<file path="config.mk">
export PLATFORM = sky130hd
export DESIGN_NAME = tilt_orientation_detector
export DESIGN_NICKNAME = d
export VERILOG_FILES = /design/src/tod_pkg.sv /design/src/tilt_orientation_detector.sv
export SDC_FILE = /design/constraint.sdc
export NUM_CORES = 2
export LEC_CHECK = 0
export BUFFER_PORTS_ARGS = -buffer_cell sky130_fd_sc_hd__buf_2
export CORE_AREA = 3 3 262 264
export DETAILED_ROUTE_END_ITERATION = 16
export DIE_AREA = 0 0 265 267
export GPL_ROUTABILITY_DRIVEN = 0
export SYNTH_ARGS = -nofsm -noshare
export SYNTH_HDL_FRONTEND = slang
export SYNTH_SLANG_ARGS = --single-unit
</file>
<file path="constraint.sdc">
create_clock -name i_clk -period 9.3 [get_ports i_clk]
set_clock_uncertainty 0.05 [all_clocks]
set_input_delay 1.395 -clock i_clk [delete_from_list [all_inputs] [get_ports i_clk]]
set_output_delay 1.395 -clock i_clk [all_outputs]
set_load 0.02 [all_outputs]
</file>
<file path="src/tod_pkg.sv">
// tilt orientation detector: shared types, codes and the cordic angle table
`timescale 1ns / 1ps

package tod_pkg;

    // command codes carried in the input tuser
    typedef logic [1:0] t_cmd;
    localparam t_cmd CMD_SAMPLE = 2'd0;
    localparam t_cmd CMD_STOP   = 2'd1;
    localparam t_cmd CMD_LEAVE  = 2'd2;

    // result status codes
    typedef logic [2:0] t_status;
    localparam t_status ST_FLAT    = 3'd0;
    localparam t_status ST_HYST    = 3'd1;
    localparam t_status ST_BLOCKED = 3'd2;
    localparam t_status ST_COUNT   = 3'd3;
    localparam t_status ST_SWITCH  = 3'd4;
    localparam t_status ST_CMD     = 3'd5;

    // configuration register indexes
    localparam int CFG_ADDR_W = 3;
    localparam int CFG_DATA_W = 15;
    typedef logic [CFG_ADDR_W-1:0] t_cfg_addr;
    localparam t_cfg_addr CFG_FLAT_THR  = 3'd0;
    localparam t_cfg_addr CFG_HYST      = 3'd1;
    localparam t_cfg_addr CFG_CONFIRM   = 3'd2;
    localparam t_cfg_addr CFG_ALLOWED   = 3'd3;
    localparam t_cfg_addr CFG_INVERT_X  = 3'd4;

    // register widths and reset values
    localparam int FLAT_W    = 15;
    localparam int HYST_W    = 11;
    localparam int CONFIRM_W = 3;
    localparam logic [FLAT_W-1:0]    FLAT_RST    = 15'd6554;
    localparam logic [HYST_W-1:0]    HYST_RST    = 11'd228;
    localparam logic [CONFIRM_W-1:0] CONFIRM_RST = 3'd2;
    localparam logic [3:0]           ALLOWED_RST = 4'd5;

    // orientation indexes, with one extra code for none or unknown
    typedef logic [2:0] t_orient;
    localparam t_orient ORIENT_NORMAL = 3'd0;
    localparam t_orient ORIENT_NONE   = 3'd4;
    localparam logic [2:0] MATCH_MAX  = 3'd7;

    // output word layout
    localparam int OUT_W = 8;

    // cordic: fixed step count, angle accumulated in 2^-24 turn
    localparam int CORDIC_STEPS = 16;
    localparam int STEP_W       = 4;
    localparam int TURN_BITS    = 24;

    function automatic logic [TURN_BITS-1:0] atan_step(input logic [STEP_W-1:0] idx);
        logic [TURN_BITS-1:0] res;
        case (idx)
            4'd0:    res = 24'd2097152;
            4'd1:    res = 24'd1238021;
            4'd2:    res = 24'd654136;
            4'd3:    res = 24'd332050;
            4'd4:    res = 24'd166669;
            4'd5:    res = 24'd83416;
            4'd6:    res = 24'd41718;
            4'd7:    res = 24'd20860;
            4'd8:    res = 24'd10430;
            4'd9:    res = 24'd5215;
            4'd10:   res = 24'd2608;
            4'd11:   res = 24'd1304;
            4'd12:   res = 24'd652;
            4'd13:   res = 24'd326;
            4'd14:   res = 24'd163;
            4'd15:   res = 24'd81;
            default: res = 24'd0;
        endcase
        return res;
    endfunction

endpackage

</file>
<file path="src/tilt_orientation_detector.sv">
// tilt orientation detector: flat check, cordic up angle, hysteresis and confirm logic
`timescale 1ns / 1ps
// a sample word runs accept, the x, y and threshold squares, flat compare, cordic rotations
//   and the decision; a flat sample skips the rotations, a command word goes to the decision
// throughput: one word at a time, set by the 16-step cordic loop on one shared add/shift unit
// the result sits in an output register; the next word is accepted while it waits
// reset (synchronous, active low) restores the control and configuration registers to their defaults,
//   orientation normal, no pending candidate, applied orientation unknown

module tilt_orientation_detector #(
    parameter int SAMPLE_BITS = 16,
    parameter int ANGLE_BITS  = 12
) (
    input  logic                                     i_clk,
    input  logic                                     i_rst_n,
    // configuration write port
    input  logic                                     i_cfg_wen,
    input  logic [tod_pkg::CFG_ADDR_W-1:0]           i_cfg_addr,
    input  logic [tod_pkg::CFG_DATA_W-1:0]           i_cfg_wdata,
    // input words
    input  logic                                     s_axis_tvalid,
    output logic                                     s_axis_tready,
    // accel_x, accel_y (low bits up), zero padded to bytes
    input  logic [((2*SAMPLE_BITS+7)/8)*8-1:0]       s_axis_tdata,
    // cmd
    input  logic [1:0]                               s_axis_tuser,
    // result words
    output logic                                     m_axis_tvalid,
    input  logic                                     m_axis_tready,
    // orientation[1:0], apply_request[2], status[5:3], zeros above
    output logic [tod_pkg::OUT_W-1:0]                m_axis_tdata
);
    import tod_pkg::*;

    // multiplier operand width: holds a negated sample and the threshold
    localparam int XW   = SAMPLE_BITS + 1;
    localparam int MW   = (XW > FLAT_W + 1) ? XW : FLAT_W + 1;
    localparam int MAGW = (2*SAMPLE_BITS > 2*FLAT_W) ? 2*SAMPLE_BITS : 2*FLAT_W;
    // cordic vector width: cordic gain and the diagonal need two more bits
    localparam int CW   = SAMPLE_BITS + 3;
    localparam int HLW  = ((ANGLE_BITS > HYST_W) ? ANGLE_BITS : HYST_W) + 1;
    localparam logic [TURN_BITS-1:0] HALF_TURN = TURN_BITS'(1) << (TURN_BITS - 1);
    localparam logic [TURN_BITS-1:0] ROUND_HALF = TURN_BITS'(1) << (TURN_BITS - 1 - ANGLE_BITS);
    localparam logic [HLW-1:0] EIGHTH = HLW'(1) << (ANGLE_BITS - 3);

    typedef enum logic [6:0] {
        S_IDLE = 7'b0000001,
        S_SQX  = 7'b0000010,
        S_SQY  = 7'b0000100,
        S_SQT  = 7'b0001000,
        S_CHK  = 7'b0010000,
        S_ROT  = 7'b0100000,
        S_DEC  = 7'b1000000
    } t_state;

    // configuration registers
    logic [FLAT_W-1:0]    r_flat_thr;
    logic [HYST_W-1:0]    r_hyst;
    logic [CONFIRM_W-1:0] r_confirm;
    logic [3:0]           r_allowed;
    logic                 r_invert_x;

    // control and orientation state
    t_state  r_state, n_state;
    t_orient r_cur, n_cur;
    t_orient r_pend, n_pend;
    logic [2:0] r_match, n_match;
    t_orient r_applied, n_applied;

    // word in flight
    t_cmd                 r_cmd;
    logic signed [XW-1:0] r_x, r_y;
    logic [MAGW-1:0]      r_mag, r_thr2;
    logic                 r_flat, r_zero;

    // cordic datapath
    logic signed [CW-1:0] r_u, r_v;
    logic [TURN_BITS-1:0] r_acc;
    logic [STEP_W-1:0]    r_iter;

    // output register
    logic               r_out_valid;
    logic [OUT_W-1:0]   r_out_word;

    logic                         l_in_acc, l_dec_go;
    logic signed [XW-1:0]         l_in_x, l_in_y;
    logic signed [MW-1:0]         l_mul_a, l_mul_b;
    logic signed [2*MW-1:0]       l_prod;
    logic [MAGW-1:0]              l_prod_mag;
    logic signed [CW-1:0]         l_du, l_dv;
    logic                         l_v_pos;
    logic [TURN_BITS-1:0]         l_round;
    logic [ANGLE_BITS-1:0]        l_ang;
    logic [ANGLE_BITS-1:0]        l_dist [4];
    logic [ANGLE_BITS-1:0]        l_dist_cur;
    logic [HLW-1:0]               l_limit;
    logic [1:0]                   l_best;
    logic [2:0]                   l_inc;
    logic                         l_apply;
    t_status                      l_status;

    // centre angle of an orientation: 0, 3/4, 1/2, 1/4 turn
    function automatic logic [ANGLE_BITS-1:0] centre(input logic [1:0] idx);
        logic [1:0] q;
        case (idx)
            2'd0:    q = 2'd0;
            2'd1:    q = 2'd3;
            2'd2:    q = 2'd2;
            2'd3:    q = 2'd1;
            default: q = 2'd0;
        endcase
        return {q, {(ANGLE_BITS-2){1'b0}}};
    endfunction

    // wrapped angular distance folded into half a turn
    function automatic logic [ANGLE_BITS-1:0] ang_dist(input logic [ANGLE_BITS-1:0] a,
                                                       input logic [ANGLE_BITS-1:0] b);
        logic [ANGLE_BITS-1:0] d;
        d = a - b;
        if (d > (ANGLE_BITS'(1) << (ANGLE_BITS - 1))) begin
            d = ANGLE_BITS'(0) - d;
        end
        return d;
    endfunction

    assign s_axis_tready = (r_state == S_IDLE);
    assign l_in_acc      = s_axis_tvalid && s_axis_tready;
    assign m_axis_tvalid = r_out_valid;
    assign m_axis_tdata  = r_out_word;
    // decision waits only if the previous result is still held
    assign l_dec_go      = (r_state == S_DEC) && (!r_out_valid || m_axis_tready);

    // sample unpack, x negated at full width so the most negative value does not wrap
    always_comb begin
        l_in_x = XW'(signed'(s_axis_tdata[SAMPLE_BITS-1:0]));
        l_in_y = XW'(signed'(s_axis_tdata[2*SAMPLE_BITS-1:SAMPLE_BITS]));
        if (r_invert_x) begin
            l_in_x = -l_in_x;
        end
    end

    // shared multiplier: x squared, y squared, then threshold squared
    always_comb begin
        case (r_state)
            S_SQX: begin
                l_mul_a = MW'(r_x);
                l_mul_b = MW'(r_x);
            end
            S_SQY: begin
                l_mul_a = MW'(r_y);
                l_mul_b = MW'(r_y);
            end
            default: begin
                l_mul_a = MW'(signed'({1'b0, r_flat_thr}));
                l_mul_b = MW'(signed'({1'b0, r_flat_thr}));
            end
        endcase
    end
    assign l_prod     = l_mul_a * l_mul_b;
    assign l_prod_mag = l_prod[MAGW-1:0];

    // one cordic rotation toward v = 0
    assign l_du    = r_v >>> r_iter;
    assign l_dv    = r_u >>> r_iter;
    assign l_v_pos = !r_v[CW-1] && (r_v != '0);

    // angle rounded half up to the output resolution, wrapped to one turn
    assign l_round = r_acc + ROUND_HALF;
    assign l_ang   = r_zero ? '0 : l_round[TURN_BITS-1 -: ANGLE_BITS];

    always_comb begin
        for (int i = 0; i < 4; i++) begin
            l_dist[i] = ang_dist(l_ang, centre(2'(i)));
        end
        l_dist_cur = l_dist[r_cur[1:0]];
        l_limit    = EIGHTH + HLW'(r_hyst);
        // nearest centre, ties go to the lower index
        l_best = 2'd0;
        for (int i = 1; i < 4; i++) begin
            if (l_dist[i] < l_dist[l_best]) begin
                l_best = 2'(i);
            end
        end
        l_inc = (r_match < MATCH_MAX) ? r_match + 3'd1 : r_match;
    end

    // orientation update on the decision step
    always_comb begin
        n_cur     = r_cur;
        n_pend    = r_pend;
        n_match   = r_match;
        n_applied = r_applied;
        l_apply   = 1'b0;
        l_status  = ST_CMD;
        case (r_cmd)
            CMD_STOP, CMD_LEAVE: begin
                if (r_cmd == CMD_LEAVE) begin
                    n_cur = ORIENT_NORMAL;
                    if (r_applied != ORIENT_NORMAL) begin
                        n_applied = ORIENT_NORMAL;
                        l_apply   = 1'b1;
                    end
                end
                n_match = '0;
                n_pend  = ORIENT_NONE;
            end
            CMD_SAMPLE: begin
                if (r_flat) begin
                    n_match  = '0;
                    l_status = ST_FLAT;
                end else if (HLW'(l_dist_cur) <= l_limit) begin
                    n_match  = '0;
                    l_status = ST_HYST;
                end else if (!r_allowed[l_best]) begin
                    n_match  = '0;
                    l_status = ST_BLOCKED;
                end else if ({1'b0, l_best} != r_pend) begin
                    n_pend   = {1'b0, l_best};
                    n_match  = 3'd1;
                    l_status = ST_COUNT;
                end else if (l_inc >= r_confirm) begin
                    n_cur    = {1'b0, l_best};
                    n_match  = '0;
                    l_status = ST_SWITCH;
                    if (r_applied != {1'b0, l_best}) begin
                        n_applied = {1'b0, l_best};
                        l_apply   = 1'b1;
                    end
                end else begin
                    n_match  = l_inc;
                    l_status = ST_COUNT;
                end
            end
            default: begin
            end
        endcase
    end

    // sequencer
    always_comb begin
        n_state = r_state;
        case (r_state)
            S_IDLE: begin
                if (l_in_acc) begin
                    n_state = (s_axis_tuser == CMD_SAMPLE) ? S_SQX : S_DEC;
                end
            end
            S_SQX: n_state = S_SQY;
            S_SQY: n_state = S_SQT;
            S_SQT: n_state = S_CHK;
            S_CHK: n_state = (r_mag < r_thr2) ? S_DEC : S_ROT;
            S_ROT: begin
                if (r_iter == STEP_W'(CORDIC_STEPS - 1)) begin
                    n_state = S_DEC;
                end
            end
            S_DEC: begin
                if (l_dec_go) begin
                    n_state = S_IDLE;
                end
            end
            default: n_state = S_IDLE;
        endcase
    end

    // control state
    always_ff @(posedge i_clk) begin
        if (!i_rst_n) begin
            r_state     <= S_IDLE;
            r_cur       <= ORIENT_NORMAL;
            r_pend      <= ORIENT_NONE;
            r_match     <= '0;
            r_applied   <= ORIENT_NONE;
            r_out_valid <= 1'b0;
            r_flat_thr  <= FLAT_RST;
            r_hyst      <= HYST_RST;
            r_confirm   <= CONFIRM_RST;
            r_allowed   <= ALLOWED_RST;
            r_invert_x  <= 1'b0;
        end else begin
            r_state <= n_state;
            if (l_dec_go) begin
                r_cur       <= n_cur;
                r_pend      <= n_pend;
                r_match     <= n_match;
                r_applied   <= n_applied;
                r_out_valid <= 1'b1;
            end else if (m_axis_tready) begin
                r_out_valid <= 1'b0;
            end
            if (i_cfg_wen) begin
                case (i_cfg_addr)
                    CFG_FLAT_THR: r_flat_thr <= i_cfg_wdata[FLAT_W-1:0];
                    CFG_HYST:     r_hyst     <= i_cfg_wdata[HYST_W-1:0];
                    CFG_CONFIRM:  r_confirm  <= i_cfg_wdata[CONFIRM_W-1:0];
                    CFG_ALLOWED:  r_allowed  <= i_cfg_wdata[3:0];
                    CFG_INVERT_X: r_invert_x <= i_cfg_wdata[0];
                    default: begin
                    end
                endcase
            end
        end
    end

    // datapath, no reset needed
    always_ff @(posedge i_clk) begin
        case (r_state)
            S_IDLE: begin
                r_cmd  <= t_cmd'(s_axis_tuser);
                r_x    <= l_in_x;
                r_y    <= l_in_y;
                r_flat <= 1'b0;
            end
            S_SQX: r_mag  <= l_prod_mag;
            S_SQY: r_mag  <= r_mag + l_prod_mag;
            S_SQT: r_thr2 <= l_prod_mag;
            S_CHK: begin
                r_flat <= (r_mag < r_thr2);
                r_zero <= (r_x == '0) && (r_y == '0);
                r_iter <= '0;
                // fold the lower half plane up by half a turn
                if (r_y[XW-1]) begin
                    r_u   <= -CW'(r_y);
                    r_v   <= -CW'(r_x);
                    r_acc <= HALF_TURN;
                end else begin
                    r_u   <= CW'(r_y);
                    r_v   <= CW'(r_x);
                    r_acc <= '0;
                end
            end
            S_ROT: begin
                r_iter <= r_iter + STEP_W'(1);
                if (l_v_pos) begin
                    r_u   <= r_u + l_du;
                    r_v   <= r_v - l_dv;
                    r_acc <= r_acc + atan_step(r_iter);
                end else begin
                    r_u   <= r_u - l_du;
                    r_v   <= r_v + l_dv;
                    r_acc <= r_acc - atan_step(r_iter);
                end
            end
            default: begin
            end
        endcase
        if (l_dec_go) begin
            r_out_word <= OUT_W'({l_status, l_apply, n_cur[1:0]});
        end
    end

    // no match count without a pending candidate
    a_match_needs_pend: assert property (@(posedge i_clk) disable iff (!i_rst_n)
        (r_pend == ORIENT_NONE) |-> (r_match == 3'd0))
        else $error("match count set with no pending candidate");

    // an apply request only comes from a switch or a command
    a_apply_source: assert property (@(posedge i_clk) disable iff (!i_rst_n)
        (r_out_valid && r_out_word[2]) |->
            (r_out_word[5:3] == ST_SWITCH || r_out_word[5:3] == ST_CMD))
        else $error("apply request with unexpected status");

    // a new result appears only from the decision step
    a_result_from_dec: assert property (@(posedge i_clk) disable iff (!i_rst_n)
        $rose(r_out_valid) |-> $past(r_state == S_DEC))
        else $error("result raised outside the decision step");

    // a held result is not overwritten
    a_hold_result: assert property (@(posedge i_clk) disable iff (!i_rst_n)
        (r_out_valid && !m_axis_tready) |=> $stable(r_out_word))
        else $error("pending result changed while stalled");

endmodule
</file>
==> flow_summary.yaml <==
outcome:
  status: "completed"
hold_path:
  hold_path_startpoint: "r_hyst[1]$_SDFFE_PN0P_"
  min_path_type: "reg2reg"
global_route:
  antenna_found_initial: 2
  grt_pass1_vias: 23900
  gr-usage-all-layers_pct: 22.1
  grt_pass1_wl_mm: 126
  grt_max_degree: 51
  grt-ovfl-total: 0
floorplanning:
  num_rows: 95
  die_area_um2: 70800
  start_util_pct: 44.5
  die_y_um: 267
  core-area_um2: 66800
  pin_count: 67
  die_w_um: 265
detailed_routing:
  wl_met1_mm: 35.6
  via_count: 24300
  vias_per_cell: 5.39
  firstDrtPassIters: 5
  wl_met2_mm: 36.2
  met3WireLength_mm: 4.27
  drtIter0Drc: 1680
  drtAntennaViolNets: 0
  routed.top_layer: "met5"
  wire_per_inst_um: 17.6
  drc_errors: 0
  wl_mm: 79.4
yosys:
  synth_area_um2: 29800
  yosysWarnings: 0
  synth_top_family_by_area: "adder cells"
  synth_compound_area_share_pct: 13.2
  synthAdderAreaFrac_pct: 28.8
  synthSimpleGateAreaFrac_pct: 15.6
  yosys-top-cells-area: "fa_1, edfxtp_1, ha_1"
  yosysSeqAreaShare_pct: 22.4
  synth-main-ff-cell: "edfxtp_1"
  synth_top_area_cell: "fa_1"
  synth-xor-area-share_pct: 7.82
  syn-instance-count: 3308
  synth-edff-count: 172
  synth_cell_types: 87
  async_flop_share_pct: 0
  synth-seq-cells: 247
  yosys.area.top_type_share_pct: 17.6
  syn_area_per_cell_um2: 9.00
  synthMuxAreaShare_pct: 5.33
layout:
  stdcell_area_um2: 35200
  final_common_cell: "inv_1"
  layout_common_cells: "inv_1, nand2_1, buf_4"
  area_growth_syn_to_layout_pct: 18.4
  fin_nets: 4187
  fill_cells: 6171
  drive_above_1_share_pct: 19.4
setup_path:
  crit_slowest_cell: "fa_1"
  crit_start: "r_state[3]$_SDFFE_PN0P_"
  crit_type: "reg2reg"
  cp_max_fo: 10
  cp.arrival_ns: 9.43
  critPathMaxStageDelay_ns: 0.54
  worstPathRequired_ns: 9.60
  cp-start-kind: "register"
  crit_path_end_kind: "register"
  reg2reg_from: "r_state[3]$_SDFFE_PN0P_"
clocking:
  clkSlewWorstSetupHoldPaths_ns: 0.06
  cts_max_level: 1
  clkLatencyLatePin_ns: 0.61
  cts-root-buf: "clkbuf_16"
  cts_buffers: 31
  clk_path_buf_depth: 3
  cts_tree: "built"
  clock-sinks: 247
  ctsHoldBuffers: 0
place:
  dp_hpwl_mm: 63.1
  io_buffers: 64
  placed_area_um2: 32700
sta:
  slew_headroom_pct: 23.5
  slew_viol_final: 0
  layout_min_cycle_time_ns: 9.14
  fmax_ghz: 0.109
  finalSetupViolations: 0
  fin_tns_setup_ns: 0
  tightest_slew_ns: 1.15
  period_share_pct: 98.3
  hold_violations: 0
flow_run:
  drv_cap: 0
pwr:
  vdd_drop_max_uv: 1060
  leakagePower_nw: 16.0
  power_density_nw_per_um2: 309
[path summary, 6_finish.rpt]
kind | end | cells past startpoint | slack, ns
max | r_mag[31]$_DFFE_PN_ | 40 | 0.16
min reg2reg | r_hyst[1]$_SDFFE_PN0P_ | 2 | 0.41
min | r_hyst[1]$_SDFFE_PN0P_ | 2 | 0.41
max reg2reg | r_mag[31]$_DFFE_PN_ | 40 | 0.16
[per-stage QoR]
step / cells / setup slack [ns] / utilization, % / total power [mW] / hold slack (ns)
after floorplan: 3309 / -0.119 / - / 5.87 / 0.382
after global placement: 4388 / -0.104 / 48.9 / 8.08 / 0.394
after detailed placement: 4388 / -0.216 / 48.9 / 8.09 / 0.399
after CTS: 4445 / 0.0161 / 50.7 / 9.50 / 0.407
after global routing: 4499 / -0.172 / 52.8 / 11.9 / 0.428
final: 4500 / 0.161 / 52.8 / 10.9 / 0.408
[kinds of logic (layout without fill, tap and decap cells)]
family                     after synthesis  after routing
buffers and inverters                  534            850
other                                    1              3
AOI/OAI and AO/OA                      621            621
DFF                                    247            247
adders and majority gates              528            528
muxes                                  104            104
xor gates and xnor gates               265            265
and+or+nand+nor                       1008           1009
[cell type report]
cell class	instances	area, um2	area share, %
repair buffers	369	2740	7.76
well taps	873	1090	3.10
multi-input cells	2529	22000	62.5
diodes	1	2.50	0.00710
clock buffers	39	921	2.61
inverters	424	1610	4.56
flip-flops and latches	247	6670	18.9
clock inverters	18	188	0.532
[synthesized netlist by cell type (13+ instances only)]
cell type and number:
a211oi_1 18, a21o_1 52, a21oi_1 171, a31oi_1 24
and2_1 28, and3_1 30, clkbuf_1 93, dfxtp_1 75
edfxtp_1 172, fa_1 261, ha_1 267, inv_1 416
mux2_2 20, mux2i_1 41, mux4_2 41, nand2_1 363
nand2b_1 31, nand3_1 56, nand4_1 19, nor2_1 293
nor2b_1 25, nor3_1 50, nor4_1 16, o211ai_1 13
o21a_1 17, o21ai_0 183, o21bai_1 16, o31ai_1 25
or2_2 15, or3_1 30, xnor2_1 171, xor2_1 93
[flip-flops by register name (all words and copies together), names as in the netlist, 15 cells and up, named ones only]
register,count
r_mag,32
r_thr2,31
r_acc,24
r_u,19
r_v,19
r_x,17
r_y,16
r_flat_thr,15
[timing repair]
item | in CTS | in global routing
setup endpoints to repair | 6 | 27
gates cloned | 0 | 2
pin swaps | 1 | 103
resized for setup | 13 | 219
setup buffers | 0 | 52
[per-layer routing]
metal,vias up,global-route usage [%]
met4,2,8.05
met1,11600,29.9
met3,165,3.53
met2,582,36.1
met5,-,0
li1,11900,-
[worst max-delay path: cells and delay by family, from the launching register on]
family	cells	cell delay (ns)
adder cells (fa/ha/maj)	8	3.24
AO/OA/AOI/OAI	10	2.04
AND/OR/NAND/NOR	8	1.40
buffers and inverters	11	1.22
XOR/XNOR	2	0.40
flip-flops	1	0.33
multiplexers	1	0.20
[power by group]
part           switching, mW  total (mW)  internal (mW)
registers             0.0872        1.59           1.50
logic                   3.95        7.98           4.03
clock network          0.529        1.32          0.786
Note: power is estimated with default switching activity, not from simulation.
